**src/rtl/bcd_pkg.sv**
```systemverilog
// ----------------------------------------------------------------------------
// bcd_pkg
// Types and constants shared by the block cache directory.
// ----------------------------------------------------------------------------
package bcd_pkg;

   localparam logic [1:0] OP_GET   = 2'd0;
   localparam logic [1:0] OP_PIN   = 2'd1;
   localparam logic [1:0] OP_UNPIN = 2'd2;
   localparam logic [1:0] OP_RSVD  = 2'd3;

   localparam int         PIN_W   = 4;
   localparam logic [3:0] PIN_MAX = 4'd15;

   localparam int DEV_W = 8;
   localparam int BLK_W = 32;
   localparam int TAG_W = DEV_W + BLK_W;

   typedef struct packed {
      logic [1:0]  opcode;
      logic [3:0]  dev_major;
      logic [3:0]  dev_minor;
      logic [31:0] block_number;
      logic [5:0]  entry_index;
   } req_type;

   typedef struct packed {
      logic       hit;
      logic [5:0] entry;
      logic       fill_needed;
      logic       replaced_valid;
      logic       no_free_entry;
   } rsp_type;

   typedef enum logic [4:0] {
      ST_CLEAR,
      ST_IDLE,
      ST_LK_RD,
      ST_LK_CMP,
      ST_ALLOC,
      ST_POS_RD,
      ST_POS_CMP,
      ST_SWAP_RD,
      ST_SWAP_WR,
      ST_SWAP_FIN,
      ST_EV_ORD,
      ST_EV_PIN,
      ST_EV_CHK,
      ST_SH_RD,
      ST_SH_WR,
      ST_EV_FIN,
      ST_PIN_RD,
      ST_PIN_WR,
      ST_RESP
   } state_type;

endpackage

```
**src/rtl/bcd_ram.sv**
```systemverilog
// ----------------------------------------------------------------------------
// bcd_ram
// Simple dual-port RAM: one write port, one read port with registered data.
// ----------------------------------------------------------------------------
module bcd_ram #(
   parameter int WIDTH = 8,
   parameter int DEPTH = 64
) (
   input  logic                     clock,
   input  logic                     wr_en,
   input  logic [$clog2(DEPTH)-1:0] wr_addr,
   input  logic [WIDTH-1:0]         wr_data,
   input  logic [$clog2(DEPTH)-1:0] rd_addr,
   output logic [WIDTH-1:0]         rd_data
);

   logic [WIDTH-1:0] mem [DEPTH];

   always_ff @(posedge clock) begin
      if (wr_en) begin
         mem[wr_addr] <= wr_data;
      end
      rd_data <= mem[rd_addr];
   end

endmodule

```
**src/rtl/block_cache_directory.sv**
```systemverilog
// ----------------------------------------------------------------------------
// block_cache_directory
// Tag directory of a block buffer cache with transposition replacement.
// ----------------------------------------------------------------------------
// Usage: requests arrive on req_ (valid/stall), one result per request leaves
// on rsp_. A get looks the device and block up among the entries in use; a
// hit swaps the entry with its successor in the replacement order, a miss
// takes the next unused entry, or evicts the first unpinned entry from the
// head of the order and moves it to the tail. Pin and unpin adjust a
// saturating per-entry count.
// Sequencing: one request at a time. The lookup reads the tag RAM entry by
// entry over the entries in use; a hit then walks the order RAM position by
// position up to the hit, then swaps unless the hit is at the tail. An
// eviction walks order and pin RAMs position by position up to the victim,
// then shifts the rest of the order. Pin and unpin read, then write the pin
// RAM; a filling miss with free entries allocates after the lookup.
// Reset: a clearing pass over all ENTRIES zeroes the pin counts; req_stall
// stays high meanwhile. The result is held in an output register; while
// rsp_stall is high it holds, and the next request is still taken and worked
// on until its own result is ready.
// ----------------------------------------------------------------------------
module block_cache_directory #(
   parameter int ENTRIES     = 64,
   parameter int MAJOR_COUNT = 16,
   parameter int MINOR_COUNT = 16
) (
   input  logic            clock,
   input  logic            reset,
   input  logic            req_valid,
   output logic            req_stall,
   input  bcd_pkg::req_type req_data,
   output logic            rsp_valid,
   input  logic            rsp_stall,
   output bcd_pkg::rsp_type rsp_data
);
   import bcd_pkg::*;

   localparam int IDX_W = $clog2(ENTRIES);
   localparam int CNT_W = $clog2(ENTRIES + 1);

   state_type state_ff, state_in;
   logic [CNT_W-1:0] scan_ff, scan_in;
   logic [CNT_W-1:0] alloc_ff, alloc_in;
   logic [IDX_W-1:0] ent_ff, ent_in;
   req_type          req_ff, req_in;
   rsp_type          res_ff, res_in;
   logic             rsp_valid_ff, rsp_valid_in;
   rsp_type          rsp_data_ff, rsp_data_in;

   logic             tag_we;
   logic [IDX_W-1:0] tag_waddr;
   logic [TAG_W-1:0] tag_wdata, tag_rd;
   logic             ord_we;
   logic [IDX_W-1:0] ord_waddr, ord_wdata, ord_raddr, ord_rd;
   logic             pin_we;
   logic [IDX_W-1:0] pin_waddr, pin_raddr;
   logic [PIN_W-1:0] pin_wdata, pin_rd;

   logic             req_acc, slot_free, dev_bad, idx_ok, tag_match;
   logic             scan_last, shift_last, clr_last, alloc_full;
   logic [IDX_W-1:0] scan_idx, alloc_idx;
   logic [CNT_W-1:0] scan_inc;

   bcd_ram #(.WIDTH(TAG_W), .DEPTH(ENTRIES)) u_tag_ram (
      .clock  (clock),
      .wr_en  (tag_we),
      .wr_addr(tag_waddr),
      .wr_data(tag_wdata),
      .rd_addr(scan_idx),
      .rd_data(tag_rd)
   );

   bcd_ram #(.WIDTH(IDX_W), .DEPTH(ENTRIES)) u_order_ram (
      .clock  (clock),
      .wr_en  (ord_we),
      .wr_addr(ord_waddr),
      .wr_data(ord_wdata),
      .rd_addr(ord_raddr),
      .rd_data(ord_rd)
   );

   bcd_ram #(.WIDTH(PIN_W), .DEPTH(ENTRIES)) u_pin_ram (
      .clock  (clock),
      .wr_en  (pin_we),
      .wr_addr(pin_waddr),
      .wr_data(pin_wdata),
      .rd_addr(pin_raddr),
      .rd_data(pin_rd)
   );

   assign req_stall  = (state_ff != ST_IDLE);
   assign req_acc    = req_valid && !req_stall;
   assign slot_free  = !rsp_valid_ff || !rsp_stall;
   assign rsp_valid  = rsp_valid_ff;
   assign rsp_data   = rsp_data_ff;

   assign scan_idx   = scan_ff[IDX_W-1:0];
   assign alloc_idx  = alloc_ff[IDX_W-1:0];
   assign scan_inc   = scan_ff + CNT_W'(1);
   assign scan_last  = (scan_inc == alloc_ff);
   assign shift_last = ((scan_ff + CNT_W'(2)) == alloc_ff);
   assign clr_last   = (scan_ff == CNT_W'(ENTRIES - 1));
   assign alloc_full = (alloc_ff == CNT_W'(ENTRIES));
   assign dev_bad    = (32'(req_data.dev_major) >= MAJOR_COUNT) ||
                       (32'(req_data.dev_minor) >= MINOR_COUNT);
   assign idx_ok     = (32'(req_data.entry_index) < ENTRIES);
   assign tag_match  = (tag_rd == {req_ff.dev_major, req_ff.dev_minor, req_ff.block_number});

   // next state
   always_comb begin
      state_in = state_ff;
      unique case (state_ff)
         ST_CLEAR:    if (clr_last) state_in = ST_IDLE;
         ST_IDLE: begin
            if (req_acc) begin
               if (req_data.opcode == OP_GET) begin
                  if (dev_bad)                  state_in = ST_RESP;
                  else if (alloc_ff == '0)      state_in = ST_ALLOC;
                  else                          state_in = ST_LK_RD;
               end else if ((req_data.opcode == OP_PIN || req_data.opcode == OP_UNPIN)
                            && idx_ok) begin
                  state_in = ST_PIN_RD;
               end else begin
                  state_in = ST_RESP;
               end
            end
         end
         ST_LK_RD:    state_in = ST_LK_CMP;
         ST_LK_CMP: begin
            if (tag_match)        state_in = ST_POS_RD;
            else if (!scan_last)  state_in = ST_LK_RD;
            else if (!alloc_full) state_in = ST_ALLOC;
            else                  state_in = ST_EV_ORD;
         end
         ST_ALLOC:    state_in = ST_RESP;
         ST_POS_RD:   state_in = ST_POS_CMP;
         ST_POS_CMP: begin
            if (ord_rd == ent_ff) state_in = scan_last ? ST_RESP : ST_SWAP_RD;
            else                  state_in = ST_POS_RD;
         end
         ST_SWAP_RD:  state_in = ST_SWAP_WR;
         ST_SWAP_WR:  state_in = ST_SWAP_FIN;
         ST_SWAP_FIN: state_in = ST_RESP;
         ST_EV_ORD:   state_in = ST_EV_PIN;
         ST_EV_PIN:   state_in = ST_EV_CHK;
         ST_EV_CHK: begin
            if (pin_rd == '0)    state_in = scan_last ? ST_EV_FIN : ST_SH_RD;
            else if (scan_last)  state_in = ST_RESP;
            else                 state_in = ST_EV_ORD;
         end
         ST_SH_RD:    state_in = ST_SH_WR;
         ST_SH_WR:    state_in = shift_last ? ST_EV_FIN : ST_SH_RD;
         ST_EV_FIN:   state_in = ST_RESP;
         ST_PIN_RD:   state_in = ST_PIN_WR;
         ST_PIN_WR:   state_in = ST_RESP;
         ST_RESP:     if (slot_free) state_in = ST_IDLE;
         default:     state_in = ST_IDLE;
      endcase
   end

   // datapath and memory control
   always_comb begin
      scan_in      = scan_ff;
      alloc_in     = alloc_ff;
      ent_in       = ent_ff;
      req_in       = req_ff;
      res_in       = res_ff;
      rsp_data_in  = rsp_data_ff;
      rsp_valid_in = rsp_valid_ff && rsp_stall;
      tag_we       = 1'b0;
      tag_waddr    = ent_ff;
      tag_wdata    = {req_ff.dev_major, req_ff.dev_minor, req_ff.block_number};
      ord_we       = 1'b0;
      ord_waddr    = scan_idx;
      ord_wdata    = ent_ff;
      ord_raddr    = scan_idx;
      pin_we       = 1'b0;
      pin_waddr    = scan_idx;
      pin_wdata    = '0;
      pin_raddr    = IDX_W'(req_ff.entry_index);

      unique case (state_ff)
         ST_CLEAR: begin
            pin_we  = 1'b1;
            scan_in = scan_inc;
         end
         ST_IDLE: begin
            scan_in = '0;
            if (req_acc) begin
               req_in = req_data;
               res_in = '0;
               if (req_data.opcode == OP_GET) begin
                  res_in.no_free_entry = dev_bad;
               end else if (req_data.opcode == OP_PIN || req_data.opcode == OP_UNPIN) begin
                  res_in.entry = req_data.entry_index;
               end
            end
         end
         ST_LK_CMP: begin
            if (tag_match) begin
               ent_in  = scan_idx;
               scan_in = '0;
            end else if (!scan_last) begin
               scan_in = scan_inc;
            end else begin
               scan_in = '0;
            end
         end
         ST_ALLOC: begin
            tag_we    = 1'b1;
            tag_waddr = alloc_idx;
            ord_we    = 1'b1;
            ord_waddr = alloc_idx;
            ord_wdata = alloc_idx;
            alloc_in  = alloc_ff + CNT_W'(1);
            res_in.entry       = 6'(alloc_idx);
            res_in.fill_needed = 1'b1;
         end
         ST_POS_CMP: begin
            if (ord_rd == ent_ff) begin
               res_in.hit   = 1'b1;
               res_in.entry = 6'(ent_ff);
            end
            if (!(ord_rd == ent_ff && scan_last)) scan_in = scan_inc;
         end
         ST_SWAP_WR: begin
            // successor moves into the hit position
            ord_we    = 1'b1;
            ord_waddr = scan_idx - IDX_W'(1);
            ord_wdata = ord_rd;
         end
         ST_SWAP_FIN: begin
            ord_we = 1'b1;
         end
         ST_EV_PIN: begin
            ent_in    = ord_rd;
            pin_raddr = ord_rd;
         end
         ST_EV_CHK: begin
            if (pin_rd != '0) begin
               if (scan_last) res_in.no_free_entry = 1'b1;
               else           scan_in = scan_inc;
            end
         end
         ST_SH_RD: begin
            ord_raddr = scan_inc[IDX_W-1:0];
         end
         ST_SH_WR: begin
            ord_we    = 1'b1;
            ord_wdata = ord_rd;
            scan_in   = scan_inc;
         end
         ST_EV_FIN: begin
            tag_we    = 1'b1;
            ord_we    = 1'b1;
            ord_waddr = alloc_idx - IDX_W'(1);
            res_in.entry          = 6'(ent_ff);
            res_in.fill_needed    = 1'b1;
            res_in.replaced_valid = 1'b1;
         end
         ST_PIN_WR: begin
            pin_we    = 1'b1;
            pin_waddr = IDX_W'(req_ff.entry_index);
            if (req_ff.opcode == OP_PIN) begin
               pin_wdata = (pin_rd == PIN_MAX) ? pin_rd : pin_rd + PIN_W'(1);
            end else begin
               pin_wdata = (pin_rd == '0) ? pin_rd : pin_rd - PIN_W'(1);
            end
         end
         ST_RESP: begin
            if (slot_free) begin
               rsp_valid_in = 1'b1;
               rsp_data_in  = res_ff;
            end
         end
         default: begin
         end
      endcase
   end

   always_ff @(posedge clock) begin
      if (reset) begin
         state_ff     <= ST_CLEAR;
         scan_ff      <= '0;
         alloc_ff     <= '0;
         rsp_valid_ff <= 1'b0;
      end else begin
         state_ff     <= state_in;
         scan_ff      <= scan_in;
         alloc_ff     <= alloc_in;
         rsp_valid_ff <= rsp_valid_in;
      end
   end

   always_ff @(posedge clock) begin
      ent_ff      <= ent_in;
      req_ff      <= req_in;
      res_ff      <= res_in;
      rsp_data_ff <= rsp_data_in;
   end

endmodule

```
**config.mk**
```make
export PLATFORM = sky130hd
export DESIGN_NAME = block_cache_directory
export DESIGN_NICKNAME = d
export VERILOG_FILES = /design/src/rtl/bcd_pkg.sv /design/src/rtl/bcd_ram.sv /design/src/rtl/block_cache_directory.sv
export SDC_FILE = /design/constraint.sdc
export NUM_CORES = 2
export LEC_CHECK = 0
export BUFFER_PORTS_ARGS = -buffer_cell sky130_fd_sc_hd__buf_4
export CORE_UTILIZATION = 55
export CTS_BUF_LIST = sky130_fd_sc_hd__clkbuf_4
export DETAILED_ROUTE_END_ITERATION = 8
export PLACE_DENSITY = 0.7
export SETUP_SLACK_MARGIN = 0.02
export SLEW_MARGIN = 20
export SYNTH_ARGS = -nofsm -noshare
export SYNTH_HDL_FRONTEND = slang
export SYNTH_SLANG_ARGS = --single-unit
```
**constraint.sdc**
```tcl
create_clock -name clock -period 4.8 [get_ports clock]
set_input_delay 0.96 -clock clock [delete_from_list [all_inputs] [get_ports clock]]
set_output_delay 0.96 -clock clock [all_outputs]
set_load 0.03 [all_outputs]
```
==> insert_results.sql <==
INSERT INTO impl_metrics (metric_group, metric, value, unit) VALUES
('setup_path', 'cp-start-kind', 'flip-flop', ''),
('synthesis', 'synth-seq-cells', '3344', ''),
('setup_path', 'r2r-start', 'state_ff[0]$_SDFFE_PP0P_', ''),
('setup_path', 'crit_path_max_fanout', '18', ''),
('route', 'ant_nets', '0', ''),
('worst_hold_path', 'hold_class', 'primary input to flip-flop', ''),
('synthesis', 'proportion_of_synthesized_flip_flops_having_asynchronous_set_or_reset', '0', ''),
('clock_tree', 'tritoncts.num_buffers', '808', ''),
('floorplanning', 'die_x', '490', 'um'),
('synthesis', 'synthesized_instance_count', '6731', ''),
('global_route', 'largest_net_degree_at_the_start_of_global_routing', '142', ''),
('worst_hold_path', 'worst_hold_startpoint', 'req_data[25]', ''),
('route', 'drt-total-wl', '346000', 'um'),
('clock_tree', 'buffer_depth_of_the_longest_clock_path', '4', ''),
('timing', 'rsz0062_at_grt', 'false', ''),
('timing', 'finalWorstPathRequiredPeriod', '4.27', 'ns'),
('clock_tree', 'root_buffer', 'sky130_fd_sc_hd__clkbuf_4', ''),
('floorplanning', 'placeableCoreArea', '236000', 'um^2'),
('synthesis', 'post_synth_instance_area', '131000', 'um^2'),
('clock_tree', 'cts_tree', 'yes', ''),
('global_route', 'grt_pass1_vias', '72900', ''),
('synthesis', 'synthFlopType', 'sky130_fd_sc_hd__edfxtp_1', ''),
('route', 'wl_per_cell', '30.6', 'um'),
('power_and_ir_drop', 'vdd.ir_drop.worst', '413', 'uV'),
('finish', 'drive_above_1_share', '0.296', ''),
('synthesis', 'synth.yosys.seq_area_share', '0.763', ''),
('synthesis', 'netlist-cell-type-count', '82', ''),
('setup_path', 'cp_required', '3.84', 'ns'),
('clock_tree', 'htreeDepth', '6', ''),
('clock_tree', 'clkTransAtPathRegs', '0.07', 'ns'),
('timing', 'timing.max_slew.rel_slack', '0.130', ''),
('run', 'max_cap_viol', '0', ''),
('timing', 'clock_skew', '0.116', 'ns'),
('route', 'via_per_inst', '6.43', ''),
('global_route', 'grt.total_usage', '0.290', ''),
('setup_path', 'endpoint_kind', 'output port', ''),
('power_and_ir_drop', 'power.density_cell_area', '458', 'nW/um^2'),
('power_and_ir_drop', 'cellLeakagePower', '47.1', 'nW'),
('synthesis', 'avgSynthCellArea', '19.4', 'um^2'),
('clock_tree', 'cts_sinks', '3344', ''),
('global_route', 'grt_antenna_before_repair', '11', ''),
('finish', 'fillCellCount', '16400', ''),
('clock_tree', 'latest_clock_arrival_within_the_worst_skew_pair', '1.49', 'ns'),
('route', 'number_of_iterations_in_the_first_detailed_routing_pass', '6', ''),
('timing', 'final-setup-viol-count', '0', ''),
('place', 'hpwl_after_dpl', '192000', 'um'),
('global_route', 'gr-total-overflow', '0', ''),
('floorplanning', 'placementRows', '178', ''),
('synthesis', 'number_of_enable_flip_flop_cells_after_synthesis', '3274', ''),
('floorplanning', 'fp.dieH', '490', 'um'),
('floorplanning', 'die-area', '240000', 'um^2'),
('finish', 'multi_input_logic_area', '29900', 'um^2'),
('timing', 'maxClockFrequency', '234', 'MHz'),
('timing', 'hold_slack', '0.171', 'ns'),
('route', 'drt-initial-drc-count', '10300', ''),
('setup_path', 'worst_setup_path_startpoint', 'state_ff[2]$_SDFFE_PP0P_', ''),
('timing', 'final-max-slew-violation-count', '0', ''),
('finish', 'layout-area-overhead-vs-synth', '12.8', '%'),
('synthesis', 'synth_warnings', '0', ''),
('floorplanning', 'floorplan.initialDensity', '0.554', ''),
('timing', 'final.setup.tns', '0', 'ns'),
('setup_path', 'crit_arrival', '3.31', 'ns'),
('global_route', 'grt_first_pass_wirelength', '496000', 'um'),
('outcome', 'run_status', 'finished, final reports clean', ''),
('timing', 'hold_viol', '0', ''),
('finish', 'finish.net_count', '7627', ''),
('synthesis', 'synth_fp_nets', '6791', ''),
('floorplanning', 'io_pins', '64', ''),
('finish', 'area.sequential', '99700', 'um^2'),
('route', 'drc_errors', '0', ''),
('place', 'gp_congestion', '0.897', ''),
('timing', 'min_period_over_period', '0.889', ''),
('setup_path', 'criticalPathCategory', 'flip-flop to output port', ''),
('place', 'io_buffer_count', '63', ''),
('timing', 'max_slew.worst_pin.slew', '1.30', 'ns'),
('route', 'route.vias.total', '72700', '');
-- Yosys cell counts, types with 30 or more instances --
master | instances | area (um^2)
sky130_fd_sc_hd__a211oi_1 | 30 | 225
sky130_fd_sc_hd__buf_1 | 51 | 191
sky130_fd_sc_hd__o21ai_0 | 281 | 1410
sky130_fd_sc_hd__dfxtp_1 | 70 | 1400
sky130_fd_sc_hd__a31oi_1 | 51 | 319
sky130_fd_sc_hd__mux4_2 | 665 | 15000
sky130_fd_sc_hd__nand3_1 | 243 | 1220
sky130_fd_sc_hd__buf_2 | 111 | 556
sky130_fd_sc_hd__mux2i_1 | 303 | 3030
sky130_fd_sc_hd__nand4_1 | 50 | 313
sky130_fd_sc_hd__and3_1 | 36 | 225
sky130_fd_sc_hd__a21oi_1 | 154 | 771
sky130_fd_sc_hd__clkbuf_1 | 218 | 818
sky130_fd_sc_hd__nand2_1 | 346 | 1300
sky130_fd_sc_hd__xor2_1 | 59 | 517
sky130_fd_sc_hd__nor2_1 | 254 | 953
sky130_fd_sc_hd__edfxtp_1 | 3274 | 98300
sky130_fd_sc_hd__o221ai_1 | 81 | 709
-- cell usage in the layout, fill, tap and decap left out, types with 25 or more instances in the layout --
master                          count
sky130_fd_sc_hd__a211oi_1          29
sky130_fd_sc_hd__a21oi_1          150
sky130_fd_sc_hd__a31oi_1           49
sky130_fd_sc_hd__and3_1            36
sky130_fd_sc_hd__buf_12            44
sky130_fd_sc_hd__buf_4            323
sky130_fd_sc_hd__clkbuf_4        1187
sky130_fd_sc_hd__clkinv_1         140
sky130_fd_sc_hd__dfxtp_1           64
sky130_fd_sc_hd__dlygate4sd3_1     52
sky130_fd_sc_hd__edfxtp_1        3274
sky130_fd_sc_hd__mux2i_1          303
sky130_fd_sc_hd__mux4_2           665
sky130_fd_sc_hd__nand2_1          345
sky130_fd_sc_hd__nand3_1          242
sky130_fd_sc_hd__nand4_1           50
sky130_fd_sc_hd__nor2_1           186
sky130_fd_sc_hd__nor2_4            67
sky130_fd_sc_hd__nor3_1            26
sky130_fd_sc_hd__o21ai_0          278
sky130_fd_sc_hd__o221ai_1          81
sky130_fd_sc_hd__o22ai_1           25
sky130_fd_sc_hd__xor2_1            59
-- report_power, final --
group	internal [W]	total, W	switching [W]
Clock	0.0118	0.0228	0.0110
Sequential	0.0329	0.0334	0.000466
Combinational	0.00498	0.0114	0.00643
Total	0.0497	0.0675	0.0179
-- repair_timing --
| action | 4_1_cts | 5_1_grt |
|---|---|---|
| endpoints found under the hold margin | 87 | 0 |
| buffers inserted | 0 | 0 |
| hold buffers | 52 | 0 |
| gates resized for setup | 0 | 0 |
-- cell type report --
| type | instances | area share |
|---|---|---|
| clock inverters | 193 | 0.00717 |
| inverters | 30 | 0.000831 |
| well taps | 3150 | 0.0267 |
| multi-input cells | 2964 | 0.203 |
| repair buffers | 419 | 0.0259 |
| diodes | 13 | 0.000221 |
| clock buffers | 1187 | 0.0604 |
| flip-flops and latches | 3344 | 0.676 |
-- flip-flops by register name, summed over array words and instances, names as in the netlist, 7 cells and up --
name / cells
u_pin_ram.mem: 256
res_ff: 10
scan_ff: 7
rsp_data: 10
u_tag_ram.rd_data: 40
req_ff: 48
u_tag_ram.mem: 2560
u_order_ram.mem: 384
alloc_ff: 7
-- per-stage QoR --
| stage | area, um^2 | std cells | setup slack [ns] | util | power (W) |
|---|---|---|---|---|---|
| finish | 148000 | 11300 | 0.534 | 0.625 | 0.0675 |
| CTS | 147000 | 11300 | 0.469 | 0.625 | 0.0679 |
| floorplan | 131000 | 6731 | 0.0569 | - | 0.0419 |
| global placement | 137000 | 9853 | 0.785 | 0.581 | 0.0452 |
| detailed placement | 137000 | 9854 | 0.761 | 0.581 | 0.0454 |
| global route | 148000 | 11300 | 0.370 | 0.625 | 0.0701 |
-- cell families (layout without fill, tap and decap cells) --
family          count (synthesis)  after routing  synth area share
mux                           984            984             0.139
other cells                     0             13                 0
buf+inv                       423           1829            0.0137
simple gates                 1079           1079            0.0383
fa+ha+maj                       8              8          0.000766
flops                        3344           3344             0.763
xor+xnor                       76             76           0.00509
compound gates                817            817            0.0403
-- path summary, 6_finish.rpt --
path / slack (ns) / end / depth (start not counted)
setup / recovery: 0.53 / req_stall / 5
hold / removal: 0.17 / req_ff[25]$_DFFE_PP_ / 2
hold reg to reg: 0.44 / rsp_data[5]$_DFFE_PP_ / 0
setup reg to reg: 0.70 / u_order_ram.mem[38][2]$_DFFE_PP_ / 7
-- metal layers --
| layer | global-route usage | routed length (um) | vias to the layer above |
|---|---|---|---|
| li1 | - | - | 29900 |
| met1 | 0.397 | 130000 | 37300 |
| met2 | 0.459 | 167000 | 4754 |
| met3 | 0.0711 | 38900 | 688 |
| met4 | 0.102 | 10900 | 4 |
| met5 | 0 | 23 | - |
-- critical path, stage by stage, from the launching register on --
cell                      delay [ns]
sky130_fd_sc_hd__dfxtp_1        0.38
sky130_fd_sc_hd__buf_4          0.23
sky130_fd_sc_hd__or3_1          0.52
sky130_fd_sc_hd__nor2_1         0.31
sky130_fd_sc_hd__inv_1          0.19
sky130_fd_sc_hd__buf_4          0.21
(Power assumes the default switching activity.)
